## config.mk

```make
export PLATFORM = sky130hd
export DESIGN_NAME = eul_cfg
export DESIGN_NICKNAME = d
export VERILOG_FILES = /design/src/design/eul_pkg.sv /design/src/design/eul_cfg.sv
export SDC_FILE = /design/constraint.sdc
export NUM_CORES = 1
export LEC_CHECK = 0
export ABC_CLOCK_PERIOD_IN_PS = 1500
export BUFFER_PORTS_ARGS = -buffer_cell sky130_fd_sc_hd__buf_2
export CAP_MARGIN = 20
export CORE_ASPECT_RATIO = 1.5
export CORE_MARGIN = 5
export CORE_UTILIZATION = 29
export CTS_CLUSTER_SIZE = 40
export DETAILED_ROUTE_END_ITERATION = 10
export MAX_ROUTING_LAYER = met4
export PLACE_DENSITY = 0.49
export SLEW_MARGIN = 20
export SYNTH_ARGS = -nofsm -noshare
export SYNTH_HDL_FRONTEND = slang
export SYNTH_SLANG_ARGS = --single-unit
```

## constraint.sdc

```tcl
create_clock -name clk -period 1.5 [get_ports clk]
set_clock_uncertainty 0.05 [all_clocks]
set_input_delay 0.15 -clock clk [delete_from_list [all_inputs] [get_ports clk]]
set_output_delay 0.15 -clock clk [all_outputs]
set_load 0.03 [all_outputs]
```

## src/design/eul_pkg.sv

```systemverilog
// ---------------------------------------------------------------------------
// Euler rotator package
// Widths, register codes and shared types of the Euler XYZ point rotator.
// ---------------------------------------------------------------------------
package eul_pkg;

  // Field widths.
  localparam int PtW    = 32;  // Q16.16 coordinate on the ports
  localparam int TrigW  = 16;  // Q2.14 sine or cosine
  localparam int ScaleW = 16;  // Q8.8 unsigned scale
  localparam int OpW    = 2;
  localparam int CoordW = 48;  // internal coordinate, unsaturated
  localparam int ProdW  = 64;  // coordinate times trig value
  localparam int DataW  = 32;  // configuration data bus

  // Configuration address map: register i at byte address 4*i.
  localparam int NumRegs = 7;
  localparam int RegIdxW = 3;
  localparam int AddrW   = RegIdxW + 2;

  // Rounding constants.
  localparam int TrigFrac  = 14;
  localparam int ScaleFrac = 8;
  localparam logic [ScaleW-1:0] UnitScale = ScaleW'(1 << ScaleFrac);

  // Saturation bounds of the Q16.16 result.
  localparam logic signed [CoordW-1:0] SatMax = CoordW'(64'sh7FFF_FFFF);
  localparam logic signed [CoordW-1:0] SatMin = -CoordW'(64'sh8000_0000);

  // Number of register stages from input word to result word.
  localparam int PipeDepth = 9;
  localparam int CntW      = 4;

  // Register indexes.
  typedef enum logic [RegIdxW-1:0] {
    REG_COS_X,
    REG_SIN_X,
    REG_COS_Y,
    REG_SIN_Y,
    REG_COS_Z,
    REG_SIN_Z,
    REG_SCALE
  } reg_idx_t;

  // Rotation axis handled by one rotation stage.
  typedef enum logic [1:0] {
    AXIS_X,
    AXIS_Y,
    AXIS_Z
  } axis_t;

  // Configuration register contents.
  typedef struct packed {
    logic signed [TrigW-1:0] cos_x;
    logic signed [TrigW-1:0] sin_x;
    logic signed [TrigW-1:0] cos_y;
    logic signed [TrigW-1:0] sin_y;
    logic signed [TrigW-1:0] cos_z;
    logic signed [TrigW-1:0] sin_z;
    logic [ScaleW-1:0]       scale;
  } cfg_t;

  localparam cfg_t CfgReset = '{
    cos_x: TrigW'(16384),
    sin_x: '0,
    cos_y: TrigW'(16384),
    sin_y: '0,
    cos_z: TrigW'(16384),
    sin_z: '0,
    scale: UnitScale
  };

  // Word travelling down the pipeline.
  typedef struct packed {
    logic [OpW-1:0]           op;
    logic signed [CoordW-1:0] x;
    logic signed [CoordW-1:0] y;
    logic signed [CoordW-1:0] z;
    logic signed [PtW-1:0]    ox;
    logic signed [PtW-1:0]    oy;
    logic signed [PtW-1:0]    oz;
  } item_t;

endpackage

```

## src/design/eul_cfg.sv

```systemverilog
// ---------------------------------------------------------------------------
// Euler rotator configuration registers
// APB-style register file holding the trig values and the scale factor.
// ---------------------------------------------------------------------------
module eul_cfg (
  input  logic                       clk,
  input  logic                       rst_n,
  input  logic                       psel,
  input  logic                       penable,
  input  logic                       pwrite,
  input  logic [eul_pkg::AddrW-1:0]  paddr,
  input  logic [eul_pkg::DataW-1:0]  pwdata,
  output logic [eul_pkg::DataW-1:0]  prdata,
  output logic                       pready,
  output eul_pkg::cfg_t              cfg
);
  import eul_pkg::*;

  cfg_t     cfg_r;
  reg_idx_t idx;
  logic     wr_en;

  assign idx    = reg_idx_t'(paddr[AddrW-1:2]);
  assign wr_en  = psel && penable && pwrite;
  assign pready = 1'b1;
  assign cfg    = cfg_r;

  // Register writes; addresses past the last register are ignored.
  always_ff @(posedge clk) begin
    if (!rst_n) begin
      cfg_r <= CfgReset;
    end else if (wr_en) begin
      case (idx)
        REG_COS_X: cfg_r.cos_x <= pwdata[TrigW-1:0];
        REG_SIN_X: cfg_r.sin_x <= pwdata[TrigW-1:0];
        REG_COS_Y: cfg_r.cos_y <= pwdata[TrigW-1:0];
        REG_SIN_Y: cfg_r.sin_y <= pwdata[TrigW-1:0];
        REG_COS_Z: cfg_r.cos_z <= pwdata[TrigW-1:0];
        REG_SIN_Z: cfg_r.sin_z <= pwdata[TrigW-1:0];
        REG_SCALE: cfg_r.scale <= pwdata[ScaleW-1:0];
        default: ;
      endcase
    end
  end

  // Read data mux.
  always_comb begin
    prdata = '0;
    case (idx)
      REG_COS_X: prdata[TrigW-1:0]  = cfg_r.cos_x;
      REG_SIN_X: prdata[TrigW-1:0]  = cfg_r.sin_x;
      REG_COS_Y: prdata[TrigW-1:0]  = cfg_r.cos_y;
      REG_SIN_Y: prdata[TrigW-1:0]  = cfg_r.sin_y;
      REG_COS_Z: prdata[TrigW-1:0]  = cfg_r.cos_z;
      REG_SIN_Z: prdata[TrigW-1:0]  = cfg_r.sin_z;
      REG_SCALE: prdata[ScaleW-1:0] = cfg_r.scale;
      default:   prdata = '0;
    endcase
  end

endmodule

```

Word level (Yosys, flattened, before mapping)

Index checks and enable logic that the tools add are counted.

Bitwise gates (word level): 0
Equality and inequality tests: 6
Reductions and logical operators: 10
$add $sub $neg: 0
Shift-type cells: 0
Magnitude comparators: 0
Muxes and demuxes: 1
Multiply operators: 0
Div/mod/pow operators: 0

Operators by type and width:

| kind                 | count |
|---|---|
| $pmux W16 S7         | 1 |
| $reduce_and A2 Y1    | 7 |
| $eq A3 B3 Y1 const B | 3 |
| $eq A3 B2 Y1 const B | 2 |
| $eq A3 B1 Y1 const B | 1 |
| $logic_not A3 Y1     | 1 |
| $logic_and A1 B1 Y1  | 2 |

Memory bits (writable): 0
Memories kept: 0
Register bits after elaboration: 112
Bits in latches: 0
Bits in read-only memories: 0
Word-level logic and storage cells: 24

Logic depth before layout (Yosys ltp)

Gate-level depths: netlist (run 1).

Depth in word-level cells: 3
Mapped depth: 6
Mapped depth without buffers: 3

Worst setup path before layout (run 1)

OpenSTA, ideal clock, no wires.

Path type: input -> output
Start: in paddr[3] (netlist name)
End: out prdata[14] (netlist name)
Data arrival time: 1,752 ps
Required time: 1,300 ps
Path buffers: 3
Setup slack: -452 ps
Cell stages on the path: 5
Cell sequence: buf_2 -> buf_2 -> buf_4 -> mux2i_1 -> a221oi_1

Longest elaborated chain between the ends: 2

RTL lines:

| what                                       | RTL line      | text |
|---|---|---|
| start: declaration                         | eul_cfg.sv:11 | `input logic [eul_pkg::AddrW-1:0] paddr,` |
| $eq A3 B3 Y1, or another cell as far along | eul_cfg.sv:49 | `case (idx)` |
| $pmux W16 S7 (*)                           | eul_cfg.sv:49 |  |
| end: declaration                           | eul_cfg.sv:13 | `output logic [eul_pkg::DataW-1:0] prdata,` |

Mark *: on every way between the ends. The rest lies on a longest branch, timed or not.

Worst setup path in the final report (run 1)

Start: reg cfg_r, in the netlist cfg[49]
End: out prdata[1] (netlist name)

Longest elaborated chain between the ends: 1

RTL lines:

| what                     | RTL line      | text |
|---|---|---|
| start: declaration       | eul_cfg.sv:19 | `cfg_t cfg_r;` |
| start signal: assignment | eul_cfg.sv:31 | `cfg_r <= CfgReset;` |
| $pmux W16 S7             | eul_cfg.sv:49 |  |

No other way between the ends.

==> flow_metrics.py, run 1 <==
metrics = {
    "status": {
        "outcome": "finished with violations",
        "failed_checks": "setup timing",
    },
    "detailed_routing": {
        "wire_per_inst_um": 19.0,
        "drt-initial-drc-count": 231,
        "firstDrtPassIters": 5,
        "vias": 4600,
        "vias_per_cell": 4.86,
        "wl_um": 18000,
        "ant_nets": 0,
        "drcViolationCount": 0,
    },
    "power": {
        "p_seq_share_pct": 47.6,
        "total_power_uw": 6320,
        "power_switching_uw": 1600,
        "power.leakage_uw": 0.00330,
        "p_clk_share_pct": 41.4,
        "sw_frac_of_total_pct": 25.3,
        "comb_power_share_pct": 11.0,
        "p_per_area_nw_per_um2": 860,
        "p_int_uw": 4720,
        "vdd_drop_max_mv": 0.585,
    },
    "synthesis": {
        "synth.top_cell.area_share_pct": 43.5,
        "yosysUniqueCellTypes": 30,
        "ys_warn_count": 0,
        "synth_xor_area_share_pct": 0,
        "syn-instance-count": 520,
        "synthSimpleGateAreaFrac_pct": 12.9,
        "synth_top_family_by_area": "multiplexers",
        "syn_avg_cell_area_um2": 9.90,
        "synth-seq-cells": 112,
        "yosys.area.top_type": "dfxtp_1",
        "synth_compound_area_share_pct": 7.14,
        "synth_fa_ha_area_share_pct": 0,
        "synth_area_leaders": "dfxtp_1, mux2i_1, nand2_1, buf_4, mux2_2",
        "yosysSeqAreaShare_pct": 43.5,
        "synth_mux_area_share_pct": 29.6,
        "syn_area_um2": 5150,
    },
    "clock_network": {
        "htree_levels": 3,
        "cts_buffers": 9,
        "clk_latency_ps": 340,
        "cts_tree": "yes",
        "clockBufferDepth": 2,
        "cts_hold_buffers": 0,
        "cts_sinks": 112,
        "clkTransAtPathRegs_ps": 80,
        "cts-root-buf": "clkbuf_16",
    },
    "grt": {
        "grt_overflow": 0,
        "grt_pass1_wl_um": 27600,
        "grt_pass1_vias": 4802,
        "grt_util_all_layers_pct": 17.6,
        "grt_max_degree": 58,
        "antenna_found_initial": 1,
    },
    "sta": {
        "rsz0062_at_grt": "true",
        "slew_violations": 0,
        "period_minus_slack_ps": 1750,
        "setup_viol": 16,
        "hold_viol": 0,
        "worst_pin_slew_ps": 568,
        "fin_crit_sh_pct": 117,
        "fin_ws_ps": -252,
        "slew-limit-headroom_pct": 62.1,
        "fin_tns_setup_ps": -1580,
        "clock.fmax_ghz": 0.571,
    },
    "critical_path": {
        "endpoint_kind": "output pin",
        "cp_max_fo": 3,
        "start_kind": "flip-flop",
        "crit_type": "flip-flop to output pin",
        "critPathRequiredTime_ps": 1300,
        "cp.arrival_ps": 1550,
    },
    "placement": {
        "io_buffers": 151,
        "gp_congestion": 0.839,
        "detailed_place_hpwl_um": 12900,
        "dp_cells": 895,
    },
    "floorplan": {
        "io_pins": 187,
        "fp.dieW_um": 119,
        "initial_core_util_pct": 29.6,
        "dieArea_um2": 20600,
        "rows": 59,
        "die_y_um": 173,
        "coreArea_um2": 17400,
    },
    "final_layout": {
        "final_common_cell": "mux2i_1",
        "fill_cells": 1711,
        "final_core_util_pct": 42.2,
        "layout_common_cells": "mux2i_1, nand2_1, buf_2, buf_4, dfxtp_1",
        "layout-drive-gt1-share_pct": 45.6,
        "fin_cells": 946,
        "final_nets": 769,
        "largest_register_ffs": 112,
        "syn2layout_area_growth_pct": 42.7,
    },
    "run": {
        "drv_cap": 0,
    },
    "min_path": {
        "hold_class": "primary input to flip-flop",
    },
}
-- per-layer routing --
| metal | GRT usage (%) | vias up | share of wire, % |
|---|---|---|---|
| met2 | 30.4 | 162 | 51 |
| met3 | 2.78 | 42 | 4.3 |
| li1 | - | 2189 | - |
| met5 | - | - | 0 |
| met4 | 7.44 | 0 | 3.5 |
| met1 | 20.1 | 2207 | 41 |
-- final cells by class --
cell class                      count  area [um2]  area share [%]
Timing Repair Buffer              235        1620            22.1
Multi-Input combinational cell    362        2820            38.3
Antenna cell                        1        2.50          0.0341
Clock inverter                      6        92.6            1.26
Tap cell                          213         267            3.63
Inverter                            7        26.3           0.358
Sequential cell                   112        2290            31.2
Clock buffer                       10         229            3.12
-- final timing paths --
check | to | slack, ps | cells past startpoint | startpoint
min | cfg[78] | 70 | 3 | pwdata[14]
max reg2reg | cfg[8] | 650 | 3 | cfg[8]
max | prdata[1] | -250 | 3 | cfg[49]
min reg2reg | cfg[49] | 420 | 2 | cfg[49]
-- power by group through the flow --
stage               Sequential, uW  Combinational, uW  Clock (uW)
floorplan                     3120                402           0
global placement              3080                646           0
detailed placement            3080                648           0
CTS                           3010                683        2690
global route                  3010                733        2790
finish                        3010                696        2610
-- cells in the mapped netlist (all sizes together) --
library cell / n
nor2b: 6
o221a: 6
o311ai: 1
and3b: 1
mux4: 1
dfxtp: 112
nor3: 1
o2bb2ai: 1
nor2: 6
buf: 39
a2bb2oi: 9
o211ai: 9
inv: 7
clkbuf: 15
nand4: 1
nand4b: 1
or3: 1
a221oi: 6
nand2: 134
nand2b: 2
o21ai: 1
conb: 2
a32oi: 9
mux2i: 139
mux2: 10
-- cells by family (layout without fill, tap and decap cells) --
logic type,Yosys count,in the layout
buffers and inverters,61,258
other,2,18
and+or+nand+nor,153,153
AOI/OAI and AO/OA,42,42
muxes,150,150
DFF,112,112
-- per-stage QoR --
stage	instance area, um2	hold WS (ps)	setup WS (ps)
3_5_place_dp	6540	409	-257
6_report	7350	65.1	-252
3_3_place_gp	6540	408	-247
5_1_grt	7350	90.9	-290
2_1_floorplan	5300	280	-44.4
4_1_cts	7240	59.1	-261
-- critical path: stages, from the launching register on --
cell     delay [ps]
dfxtp_2         330
mux4_2          460
mux2_4          290
buf_6           140
-- repair_timing --
| action | 4_1_cts | 5_1_grt |
|---|---|---|
| endpoints found under the setup margin | 16 | 16 |
| buffers inserted | 29 | 5 |
| resized for setup | 67 | 18 |
| pin swaps | 24 | 6 |
| cloned | 0 | 0 |
(Power assumes the default switching activity.)
==> inputs of run 2 (changes only) <==
--- a/config.mk
+++ b/config.mk
@@ -15,6 +15,7 @@
 export DETAILED_ROUTE_END_ITERATION = 10
 export MAX_ROUTING_LAYER = met4
 export PLACE_DENSITY = 0.49
+export REMOVE_ABC_BUFFERS = 1
 export SLEW_MARGIN = 20
 export SYNTH_ARGS = -nofsm -noshare
 export SYNTH_HDL_FRONTEND = slang
==> flow_metrics.py, run 2 (synthesis results as in run 1) <==
metrics = {
    "status": {
        "outcome": "finished with violations",
        "failed_checks": "setup timing",
    },
    "floorplan": {
        "dieArea_um2": 20600,
        "fp.dieW_um": 119,
        "die_y_um": 173,
        "rows": 59,
        "initial_core_util_pct": 29.6,
        "io_pins": 187,
        "coreArea_um2": 17400,
    },
    "sta": {
        "clock.fmax_ghz": 0.561,
        "fin_tns_setup_ps": -1630,
        "worst_pin_slew_ps": 608,
        "fin_crit_sh_pct": 119,
        "hold_viol": 0,
        "fin_ws_ps": -281,
        "setup_viol": 16,
        "slew_violations": 0,
        "period_minus_slack_ps": 1780,
        "rsz0062_at_grt": "true",
        "slew-limit-headroom_pct": 59.4,
    },
    "min_path": {
        "hold_start": "pwdata[14]",
        "min_to": "cfg[110]",
        "hold_class": "primary input to flip-flop",
        "holdPathStages": 3,
    },
    "final_layout": {
        "final_core_util_pct": 42.5,
        "final_common_cell": "mux2i_1",
        "largest_register_ffs": 112,
        "final_nets": 784,
        "layout-drive-gt1-share_pct": 46.7,
        "fill_cells": 1739,
        "n_antenna_cell": 0,
        "syn2layout_area_growth_pct": 43.8,
        "layout_common_cells": "mux2i_1, nand2_1, buf_2, buf_4, dfxtp_1",
    },
    "critical_path": {
        "endpoint_kind": "output pin",
        "critPathMaxStageDelay_ps": 460,
        "cp.arrival_ps": 1580,
        "r2r_setup_slack_ps": 630,
        "slowest_stage": "mux4_2",
        "crit_type": "flip-flop to output pin",
        "start_kind": "flip-flop",
        "r2r-start": "cfg[82]",
        "cp_max_fo": 2,
        "critPathRequiredTime_ps": 1300,
        "timing.reg2reg.worst_path_depth": 4,
        "worstPathCellList": "mux4_2, mux2_4, buf_6",
        "timing.rr.end": "cfg[82]",
    },
    "detailed_routing": {
        "firstDrtPassIters": 4,
        "ant_nets": 0,
        "wl_um": 18200,
        "drcViolationCount": 0,
        "vias": 4594,
        "wire_per_inst_um": 18.9,
        "vias_per_cell": 4.79,
        "drt-initial-drc-count": 221,
    },
    "clock_network": {
        "cts_tree": "yes",
        "clk_latency_ps": 360,
        "clkTransAtPathRegs_ps": 70,
        "cts_sinks": 112,
        "clockBufferDepth": 2,
        "htree_levels": 3,
        "cts_hold_buffers": 0,
        "cts_buffers": 9,
        "cts-root-buf": "clkbuf_16",
    },
    "grt": {
        "grt_pass1_wl_um": 27800,
        "grt_util_all_layers_pct": 18.0,
        "grt_max_degree": 47,
        "grt_pass1_vias": 4772,
        "antenna_found_initial": 0,
        "grt_overflow": 0,
    },
    "placement": {
        "dp_slack_ps": -342,
        "gp_congestion": 0.822,
        "detailed_place_hpwl_um": 13200,
        "io_buffers": 151,
    },
    "power": {
        "power.leakage_uw": 0.00334,
        "vdd_drop_max_mv": 0.427,
        "p_per_area_nw_per_um2": 835,
    },
    "run": {
        "drv_cap": 0,
    },
}
==> run 2: cell types whose count changed in the layout (fill, tap and decap cells not counted), sizes merged <==
cell | before | now
diode | 1 | 0
clkinvlp | 2 | 0
clkinv | 1 | 4
clkbuf | 11 | 10
bufinv | 2 | 1
buf | 234 | 250
==> run 2: per-stage QoR <==
| step | std cells | area, um2 | power [uW] | hold WS, ps |
|---|---|---|---|---|
| final | 960 | 7410 | 6190 | 35.4 |
| after global routing | 960 | 7410 | 6420 | 63.3 |
| after floorplan | 481 | 4890 | 3370 | 191 |
| after detailed placement | 906 | 6570 | 3740 | 411 |
| after global placement | 906 | 6570 | 3740 | 400 |
| after CTS | 956 | 7340 | 6260 | 24.4 |
==> run 2: timing repair <==
item,4_1_cts,5_1_grt
hold endpoints to repair,0,0
gates resized for setup,78,10
pin swaps,24,10
endpoints found under the setup margin,16,16
setup buffers,34,4
==> run 2: worst max path at each step <==
| stage | startpoint | end | slack [ps] | cells after the start |
|---|---|---|---|---|
| floorplan | cfg[60] | prdata[12] | -340 | 3 |
| global placement | paddr[3] | prdata[14] | -340 | 6 |
| detailed placement | paddr[3] | prdata[14] | -340 | 6 |
| CTS | cfg[49] | prdata[1] | -300 | 3 |
| global route | cfg[49] | prdata[1] | -320 | 3 |
| finish | cfg[49] | prdata[1] | -280 | 3 |
==> run 2: power breakdown <==
group          internal, uW  switching (uW)
clock                  1310            1150
combinational           267             454
sequential             2990            16.2
==> run 2: final cells by class <==
type	count	area (um2)	area share (%)
Timing Repair Buffer	250	1740	23.5
Inverter	7	26.3	0.355
Clock buffer	10	229	3.09
Tap cell	213	267	3.60
Sequential cell	112	2290	30.9
Clock inverter	6	68.8	0.929
Multi-Input combinational cell	362	2790	37.6
==> run 2: layer usage <==
metal	GRT usage [%]	share of wire (%)	vias up
met3	2.68	3.8	23
met2	30.0	49	136
met5	-	0	-
met4	7.25	2.4	0
met1	21.8	45	2212
li1	-	-	2223
==> run 2: critical path: cells and delay by family (launching register included) <==
kind / cells / cell delay, ps
DFF: 1 / 320
muxes: 2 / 750
buffers and inverters: 1 / 140
==> inputs of run 3 (changes only) <==
--- a/config.mk
+++ b/config.mk
@@ -5,16 +5,18 @@
 export SDC_FILE = /design/constraint.sdc
 export NUM_CORES = 1
 export LEC_CHECK = 0
-export ABC_CLOCK_PERIOD_IN_PS = 1500
+export ABC_CLOCK_PERIOD_IN_PS = 1900
 export BUFFER_PORTS_ARGS = -buffer_cell sky130_fd_sc_hd__buf_2
 export CAP_MARGIN = 20
+export CELL_PAD_IN_SITES_DETAIL_PLACEMENT = 1
+export CELL_PAD_IN_SITES_GLOBAL_PLACEMENT = 2
 export CORE_ASPECT_RATIO = 1.5
 export CORE_MARGIN = 5
 export CORE_UTILIZATION = 29
 export CTS_CLUSTER_SIZE = 40
 export DETAILED_ROUTE_END_ITERATION = 10
 export MAX_ROUTING_LAYER = met4
-export PLACE_DENSITY = 0.49
+export PLACE_DENSITY = 0.76
 export REMOVE_ABC_BUFFERS = 1
 export SLEW_MARGIN = 20
 export SYNTH_ARGS = -nofsm -noshare
==> constraint.sdc (replaced) <==
create_clock -name clk -period 1.9 [get_ports clk]
set_clock_uncertainty 0.05 [all_clocks]
set_input_delay 0.19 -clock clk [delete_from_list [all_inputs] [get_ports clk]]
set_output_delay 0.19 -clock clk [all_outputs]
set_load 0.03 [all_outputs]
==> flow_metrics.py, run 3 (synthesis results as in run 1) <==
metrics = {
    "status": {
        "outcome": "finished, final reports clean",
    },
    "min_path": {
        "hold_class": "primary input to flip-flop",
        "min_to": "cfg[46]",
        "hold_start": "pwdata[14]",
        "holdPathStages": 3,
    },
    "grt": {
        "grt_overflow": 0,
        "grt_pass1_wl_um": 28100,
        "antenna_found_initial": 1,
        "grt_max_degree": 35,
        "grt_util_all_layers_pct": 17.9,
        "grt_pass1_vias": 4918,
    },
    "placement": {
        "dp_slack_ps": -21.2,
        "place_area_um2": 6260,
        "io_buffers": 151,
        "dp_cells": 882,
        "gp_congestion": 0.792,
        "detailed_place_hpwl_um": 13700,
    },
    "detailed_routing": {
        "wire_per_inst_um": 20.1,
        "vias_per_cell": 4.92,
        "drcViolationCount": 0,
        "firstDrtPassIters": 4,
        "vias": 4422,
        "ant_nets": 0,
        "wl_um": 18100,
        "drt-initial-drc-count": 118,
    },
    "sta": {
        "fin_ws_ps": 97.4,
        "hold_viol": 0,
        "rsz0062_at_grt": "false",
        "slew_violations": 0,
        "period_minus_slack_ps": 1800,
        "hold_ws_ps": 131,
        "slew-limit-headroom_pct": 54.1,
        "setup_viol": 0,
        "clock.fmax_ghz": 0.555,
        "worst_pin_slew_ps": 686,
        "fin_crit_sh_pct": 94.9,
    },
    "clock_network": {
        "cts_buffers": 9,
        "cts-root-buf": "clkbuf_16",
        "cts_tree": "yes",
        "cts_sinks": 112,
        "clk_latency_ps": 340,
        "htree_levels": 3,
        "cts_hold_buffers": 0,
        "clkTransAtPathRegs_ps": 70,
        "clockBufferDepth": 2,
    },
    "critical_path": {
        "slowest_stage": "mux4_2",
        "r2r-start": "cfg[62]",
        "r2r_setup_slack_ps": 1160,
        "endpoint_kind": "output pin",
        "timing.rr.end": "cfg[62]",
        "path_delay_family": "multiplexers",
        "cp.arrival_ps": 1560,
        "cp_max_fo": 3,
        "worstPathCellList": "mux4_2, mux2_2, buf_2",
        "crit_start": "cfg[49]",
        "start_kind": "flip-flop",
        "critPathMaxStageDelay_ps": 460,
        "timing.reg2reg.worst_path_depth": 2,
        "crit_type": "flip-flop to output pin",
        "critPathRequiredTime_ps": 1660,
        "path_depth": 3,
        "cp.buffers_inverters": 1,
    },
    "final_layout": {
        "multi_input_area_um2": 2660,
        "largest_register_ffs": 112,
        "layout-drive-gt1-share_pct": 34.2,
        "fin_cells": 899,
        "fin_area_um2": 6580,
        "final_nets": 722,
        "ff_latch_area_um2": 2240,
        "final_common_cell": "buf_2",
        "syn2layout_area_growth_pct": 27.8,
        "layout_common_cells": "buf_2, mux2i_1, nand2_1, dfxtp_1, buf_4",
        "fill_cells": 2027,
    },
    "floorplan": {
        "fp.dieW_um": 119,
        "die_y_um": 173,
        "io_pins": 187,
        "dieArea_um2": 20600,
        "rows": 59,
        "initial_core_util_pct": 29.6,
        "coreArea_um2": 17400,
    },
    "power": {
        "power.leakage_uw": 0.00291,
        "vdd_drop_max_mv": 0.535,
        "total_power_uw": 4730,
        "p_per_area_nw_per_um2": 719,
    },
    "run": {
        "drv_cap": 0,
    },
}
==> run 3: repair_timing <==
item	in CTS	in global routing
pin swaps	0	0
gates resized for setup	3	2
setup endpoints to repair	2	1
buffers inserted	0	0
==> run 3: per-stage QoR <==
stage               TNS [ps]  utilization (%)
CTS                        0             37.7
global route               0             37.8
detailed placement     -21.2             36.0
global placement       -41.6             36.0
finish                     0             37.8
floorplan                  0                -
==> run 3: how the worst max path moves through the flow <==
| stage | end | slack [ps] |
|---|---|---|
| 6_report | prdata[1] | 100 |
| 5_1_grt | prdata[15] | 6 |
| 4_1_cts | prdata[9] | 20 |
| 3_5_place_dp | prdata[2] | -20 |
| 3_3_place_gp | prdata[9] | -20 |
| 2_1_floorplan | prdata[12] | 20 |
==> run 3: power by group <==
group,internal [uW],switching [uW]
logic,154,336
registers,2360,14.5
clock network,974,890
total,3490,1240
==> run 3: area by class of cell <==
class                   instances  area share (%)
diodes                          1          0.0380
clock buffers                  11            3.84
clock inverters                 5           0.590
inverters                       7           0.399
multi-input cells             362            40.4
flip-flops and latches        112            34.1
well taps                     213            4.05
repair buffers                188            16.6
==> run 3: tightest hold or removal path, cell delays in order <==
cell	delay [ps]
buf_2	90
nor2b_1	70
mux2i_1	120
==> run 3: metal layers <==
| metal | routed length (um) | share of wire (%) | GRT usage (%) |
|---|---|---|---|
| met4 | 252 | 1.4 | 4.54 |
| met2 | 9220 | 51 | 30.9 |
| met1 | 7750 | 43 | 21.0 |
| met3 | 854 | 4.7 | 3.99 |
| met5 | 0 | 0 | - |
